**src/hdl/assert_macros.svh**
```systemverilog
// assertion macros for the rtl files, included by the top level
`ifndef ASSERT_MACROS_SVH
`define ASSERT_MACROS_SVH

`ifndef NO_ASSERTIONS

// same-cycle implication, checked on every rising edge outside reset
`define CGVF_ASSERT_SAME(label, clk, rst, ante, cons, msg) \
  label: assert property (@(posedge clk) disable iff (rst) (ante) |-> (cons)) \
    else $error(msg);

// next-cycle implication, checked on every rising edge outside reset
`define CGVF_ASSERT_NEXT(label, clk, rst, ante, cons, msg) \
  label: assert property (@(posedge clk) disable iff (rst) (ante) |=> (cons)) \
    else $error(msg);

`else

`define CGVF_ASSERT_SAME(label, clk, rst, ante, cons, msg)
`define CGVF_ASSERT_NEXT(label, clk, rst, ante, cons, msg)

`endif

`endif

```
**src/hdl/cgvf_pkg.sv**
```systemverilog
// shared types, constants and helpers of the guidance velocity field
`timescale 1ns / 1ps

package cgvf_pkg;

  localparam int FRAC_BITS_DEF = 16;

  localparam int CFG_INDEX_W = 3;
  localparam int CFG_DATA_W  = 25;

  localparam int POS_W    = 25;
  localparam int VEL_W    = 21;
  localparam int RADIUS_W = 24;
  localparam int HEIGHT_W = 25;
  localparam int RSQ_W    = 25;
  localparam int GAIN_W   = 24;
  localparam int SPEED_W  = 20;

  typedef enum logic [CFG_INDEX_W-1:0] {
    REG_TUBE_RADIUS        = 3'd0,
    REG_TUBE_CENTER_HEIGHT = 3'd1,
    REG_SECOND_RADIUS_SQ   = 3'd2,
    REG_GAIN_FIRST         = 3'd3,
    REG_GAIN_SECOND        = 3'd4,
    REG_HEIGHT_OFFSET      = 3'd5,
    REG_SPEED              = 3'd6
  } cfg_reg_t;

  localparam logic [RADIUS_W-1:0]        TUBE_RADIUS_RST        = 24'd65536;
  localparam logic signed [HEIGHT_W-1:0] TUBE_CENTER_HEIGHT_RST = 25'sd98304;
  localparam logic [RSQ_W-1:0]           SECOND_RADIUS_SQ_RST   = 25'd262144;
  localparam logic [GAIN_W-1:0]          GAIN_FIRST_RST         = 24'd65536;
  localparam logic [GAIN_W-1:0]          GAIN_SECOND_RST        = 24'd65536;
  localparam logic signed [HEIGHT_W-1:0] HEIGHT_OFFSET_RST      = 25'sd327680;
  localparam logic [SPEED_W-1:0]         SPEED_RST              = 20'd32768;

  typedef logic signed [71:0] wide_t;

  // advance and valid of the beat entering a pipelined unit
  typedef struct packed {
    logic advance;
    logic valid;
  } stage_ctl_t;

  // clamp to the signed 32-bit range
  function automatic logic signed [31:0] sat32(input wide_t v);
    logic signed [31:0] r;
    if (v > 72'sd2147483647) begin
      r = 32'sh7fffffff;
    end else if (v < -72'sd2147483648) begin
      r = 32'sh80000000;
    end else begin
      r = v[31:0];
    end
    return r;
  endfunction

endpackage

```
**src/hdl/cgvf_sqrt.sv**
```systemverilog
// pipelined integer square root, STEPS root bits per stage, LANES lanes
`timescale 1ns / 1ps

module cgvf_sqrt #(
  parameter int RAD_W  = 48,
  parameter int LANES  = 1,
  parameter int SIDE_W = 8,
  parameter int STEPS  = 2
) (
  input  logic                                 clk,
  input  logic                                 rst,
  input  cgvf_pkg::stage_ctl_t                 ctl,
  input  logic [LANES-1:0][RAD_W-1:0]          rad,
  input  logic [SIDE_W-1:0]                    side_in,
  output logic                                 out_valid,
  output logic [LANES-1:0][RAD_W/2-1:0]        root,
  output logic [SIDE_W-1:0]                    side_out
);

  localparam int ROOT_W = RAD_W / 2;
  localparam int NSTAGE = (ROOT_W + STEPS - 1) / STEPS;

  logic [LANES-1:0][RAD_W-1:0]  rem_q  [NSTAGE];
  logic [LANES-1:0][ROOT_W-1:0] root_q [NSTAGE];
  logic [SIDE_W-1:0]            side_q [NSTAGE];
  logic                         vld_q  [NSTAGE];

  for (genvar s = 0; s < NSTAGE; s++) begin : g_stage
    logic [LANES-1:0][RAD_W-1:0]  rem_in;
    logic [LANES-1:0][RAD_W-1:0]  rem_next;
    logic [LANES-1:0][ROOT_W-1:0] root_in;
    logic [LANES-1:0][ROOT_W-1:0] root_next;
    logic [SIDE_W-1:0]            side_stage;
    logic                         vld_in;

    if (s == 0) begin : g_first
      assign rem_in     = rad;
      assign root_in    = '0;
      assign side_stage = side_in;
      assign vld_in     = ctl.valid;
    end else begin : g_rest
      assign rem_in     = rem_q[s-1];
      assign root_in    = root_q[s-1];
      assign side_stage = side_q[s-1];
      assign vld_in     = vld_q[s-1];
    end

    // remainder method: try root bit i against rem = n - q^2
    always_comb begin
      logic [RAD_W-1:0] trial;
      int bit_i;
      rem_next  = rem_in;
      root_next = root_in;
      trial     = '0;
      bit_i     = 0;
      for (int k = 0; k < LANES; k++) begin
        for (int j = 0; j < STEPS; j++) begin
          bit_i = ROOT_W - 1 - (s * STEPS + j);
          if (bit_i >= 0) begin
            trial = (RAD_W'(root_next[k]) << (bit_i + 1)) | (RAD_W'(1) << (2 * bit_i));
            if (rem_next[k] >= trial) begin
              rem_next[k]  = rem_next[k] - trial;
              root_next[k] = root_next[k] | (ROOT_W'(1) << bit_i);
            end
          end
        end
      end
    end

    always_ff @(posedge clk) begin
      if (ctl.advance) begin
        rem_q[s]  <= rem_next;
        root_q[s] <= root_next;
        side_q[s] <= side_stage;
      end
    end

    always_ff @(posedge clk) begin
      if (rst) begin
        vld_q[s] <= 1'b0;
      end else if (ctl.advance) begin
        vld_q[s] <= vld_in;
      end
    end
  end

  assign out_valid = vld_q[NSTAGE-1];
  assign root      = root_q[NSTAGE-1];
  assign side_out  = side_q[NSTAGE-1];

endmodule

```
**config.mk**
```make
export PLATFORM = sky130hd
export DESIGN_NAME = cgvf_sqrt
export DESIGN_NICKNAME = d
export VERILOG_FILES = /design/src/hdl/assert_macros.svh /design/src/hdl/cgvf_pkg.sv /design/src/hdl/cgvf_sqrt.sv
export SDC_FILE = /design/constraint.sdc
export NUM_CORES = 2
export LEC_CHECK = 0
export BUFFER_PORTS_ARGS = -buffer_cell sky130_fd_sc_hd__buf_2
export CAP_MARGIN = 5
export CORE_MARGIN = 1.5
export CORE_UTILIZATION = 25
export CTS_CLUSTER_DIAMETER = 80
export DETAILED_ROUTE_END_ITERATION = 10
export HOLD_SLACK_MARGIN = 0.15
export PLACE_DENSITY = 0.41
export SLEW_MARGIN = 30
export SYNTH_ARGS = -nofsm -noshare
export SYNTH_HDL_FRONTEND = slang
export SYNTH_SLANG_ARGS = --single-unit
```
**constraint.sdc**
```tcl
create_clock -name clk -period 10.05 [get_ports clk]
set_input_delay 1.5075 -clock clk [delete_from_list [all_inputs] [get_ports clk]]
set_output_delay 1.5075 -clock clk [all_outputs]
set_load 0.005 [all_outputs]
```
==> summary.md <==
| Metric | Value |
|---|---|
| Post-Synth XOR/XNOR Area | 7.82% |
| Clock latency on the worst-skew pair | 760 ps |
| Synthesized area per cell | 10.5 µm² |
| Nets | 5,157 |
| Vias per inst | 4.77 |
| Critical path class | flop to flop |
| IO Port Bufs | 92 |
| Final instance area | 55,700 µm² |
| Routed len/inst | 18.4 µm |
| First-pass GRT wire length | 209,000 µm |
| Worst hold slack | 414 ps |
| Largest net degree at the start of global routing | 165 |
| Peak Freq | 133 MHz |
| Gate Count Post-Synth | 4,641 |
| DP HPWL | 107,000 µm |
| Synth Cell Area | 48,800 µm² |
| Fillers | 20,227 |
| PD cells | 253 nW/µm² |
| RSZ-0062 raised after global routing | false |
| Synthesized flop and latch total | 792 |
| Setup Viol. Count Final | 0 |
| DP Area | 52,300 µm² |
| Async SR Flop Fraction | 0% |
| Clock Skews | 107 ps |
| Pleak | 20.8 nW |
| CTS tree | yes |
| Initial DRC count | 2,022 |
| Clock Path Buffers | 3 |
| Worst path required time | 10,440 ps |
| Final Wtd Congestion | 0.852 |
| Cells along the critical path | or4_1 > nor4_1 > a221oi_1 > or4b_1 > buf_4 > mux2_2 > ha_1 > and3_1 > nand3_1 > or2_2 > nor4_1 > nand4_1 > nor3_1 > a221o_1 > nor4_4 > buf_4 > inv_2 > nand3_1 > nor3_1 > xor2_1 |
| Initial antenna violation count | 2 |
| Detailed-route via count | 35,257 |
| Max_slew headroom | 34.8% |
| CTS buffer count | 101 |
| Total power | 14.1 mW |
| CTS Sinks | 792 |
| Die area | 198,000 µm² |
| I/O pin cnt | 93 |
| Max-Cap Viols | 0 |
| Crit path max fanout | 33 |
| Crit path capture type | flop |
| Row count | 162 |
| Min-delay worst type | flop to flop |
| Ratio of cells with drive above 1 in the final layout | 7.86% |
| Adder-Cell Fraction of Synth Area | 8.53% |
| Slew @ Worst Pin | 968 ps |
| Iteration count of the initial detailed-routing pass | 7 |
| Multiplexer share of the synthesized area | 1.08% |
| Layout area overhead | 14.0% |
| Commonest non-fill, non-tap cell in the layout | edfxtp_1 |
| Final ANT Viol Nets | 0 |
| Sequential fraction of the synthesis area | 48.7% |
| Netlist cell types | 108 |
| GRT overflow | 0 |
| GRT Util Overall | 13.4% |
| Final Hold Viols | 0 |
| Number of post-CTS setup repair buffers | 0 |
| Area of the multi-input gates | 23,600 µm² |
| Simple-gate share of the synthesized area | 16.7% |
| Hold buffer count at cts | 0 |
| Run status | finished, final reports clean |
| Routed wire length | 136,000 µm |
| Chip Width | 445 µm |
| Commonest cells after routing, fill and taps aside | edfxtp_1, nand2_1, nor2_1 |
| Core Footprint | 194,000 µm² |
| Fin. max-slew vios | 0 |
| Post-CTS sizing | 0 |
| Drt drc | 0 |
| Warnings, synthesis | 0 |
| Setup tns final | 0 ps |
| Clock Tree Root | clkbuf_16 |
| Chip Height | 445 µm |
| Initial core utilization | 25.1% |
| Worst setup SP type | flop |
| Clk pin slew, worst setup/hold paths | 60 ps |
| H-Tree Depth | 3 |
| Tcrit/Tclk final | 74.9% |
| VDD IR-drop max | 0.154 mV |
| Synth Area in Compound Gates | 14.0% |
| Main synth FF type | edfxtp_1 |
| Slowest stage delay, CP | 800 ps |
| Minimum clock period | 7520 ps |
| Main combinational cell family by area after synthesis | simple AND/OR/NAND/NOR gates |
| Reg area | 23,800 µm² |
| Vias in the first global route | 35,409 |
| Post-synth EDFFs | 792 |
| Synth Net Count | 5,034 |
| Arr. time, crit path | 7910 ps |
| CP max-delay cell | nor4_1 |
-- cell usage after synthesis, types with 17 or more instances --
library cell / number / area, µm²
or4_1: 26 / 195
and2_1: 45 / 282
buf_2: 17 / 85.1
nand2b_1: 49 / 307
a211oi_1: 29 / 218
o21ai_0: 231 / 1160
xor2_1: 163 / 1430
nor4_1: 120 / 751
inv_1: 280 / 1050
nand2_1: 392 / 1470
xnor2_1: 269 / 2360
nand3_1: 120 / 601
a31oi_1: 38 / 238
nor3_1: 121 / 606
a21oi_1: 343 / 1720
o21a_1: 47 / 353
nand3b_1: 17 / 128
nor3b_1: 17 / 128
o21bai_1: 28 / 210
or3_1: 32 / 200
a21o_1: 107 / 803
nor2_1: 351 / 1320
o211ai_1: 22 / 165
o31ai_1: 38 / 285
nor2b_1: 39 / 244
or2_2: 21 / 131
mux2_2: 25 / 282
clkbuf_1: 59 / 221
edfxtp_1: 792 / 23800
and3_1: 39 / 244
ha_1: 333 / 4170
and4_1: 25 / 219
nand4_1: 87 / 544
-- power by group --
group	switching (mW)	internal, mW	total, mW	leakage [nW]
Sequential	0.501	4.42	4.92	7.61
Combinational	3.34	2.24	5.58	11.6
Clock	1.51	2.05	3.56	1.58
Total	5.35	8.71	14.1	20.8
-- cells by family (layout without fill, tap and decap cells) --
family	count (synthesis)	after routing
and+or+nand+nor	1577	1577
AOI/OAI and AO/OA	1072	1072
xor gates and xnor gates	434	434
adders and majority gates	333	333
muxes	48	48
other	0	1
DFF	792	792
buffers and inverters	385	589
-- per-stage QoR --
step	util [%]	instances	setup WS, ps
6_report	28.6	7388	2530
5_1_grt	28.6	7388	1940
4_1_cts	28.6	7386	2450
3_5_place_dp	26.9	7202	2560
3_3_place_gp	26.9	7202	2610
2_1_floorplan	-	4641	4010
-- worst paths after layout --
path	start	end	slack, ps	cells past startpoint
worst max-delay path	rem_q[8][5]	rem_q[9][35]	2530	20
worst min-delay path	side_q[7][2]	side_q[8][2]	410	0
worst max register to register	rem_q[8][5]	rem_q[9][35]	2530	20
worst min register to register	side_q[7][2]	side_q[8][2]	410	0
-- flip-flops by register name, summed over array words and instances, names as in the netlist --
register	cells
vld_q	12
rem_q	528
side_q	96
root_q	156
-- per-layer routing --
metal  vias up  track usage (%)  routed length, µm
met3       187             2.00               4100
li1      17630                -                  -
met1     16901             17.1              61800
met2       537             23.3              65900
met5         -                0                 13
met4         2             4.20               4170
-- cell type report --
type / instances / area share, %
multi-input combinational: 3464 / 42.3
antenna: 1 / 0.00450
sequential: 792 / 42.7
clock buffer: 118 / 4.66
tap: 2542 / 5.71
clock inverter: 66 / 1.31
inverter: 287 / 1.94
timing repair buffer: 118 / 1.31
-- worst max-delay path: cells and delay by family (launching register included) --
kind,cells,cell delay (ps)
AOI/OAI and AO/OA,2,460
buffers and inverters,3,1080
adders and majority gates,1,410
DFF,1,390
and+or+nand+nor,12,4300
muxes,1,390
xor gates and xnor gates,1,90
(Power assumes the default switching activity.)
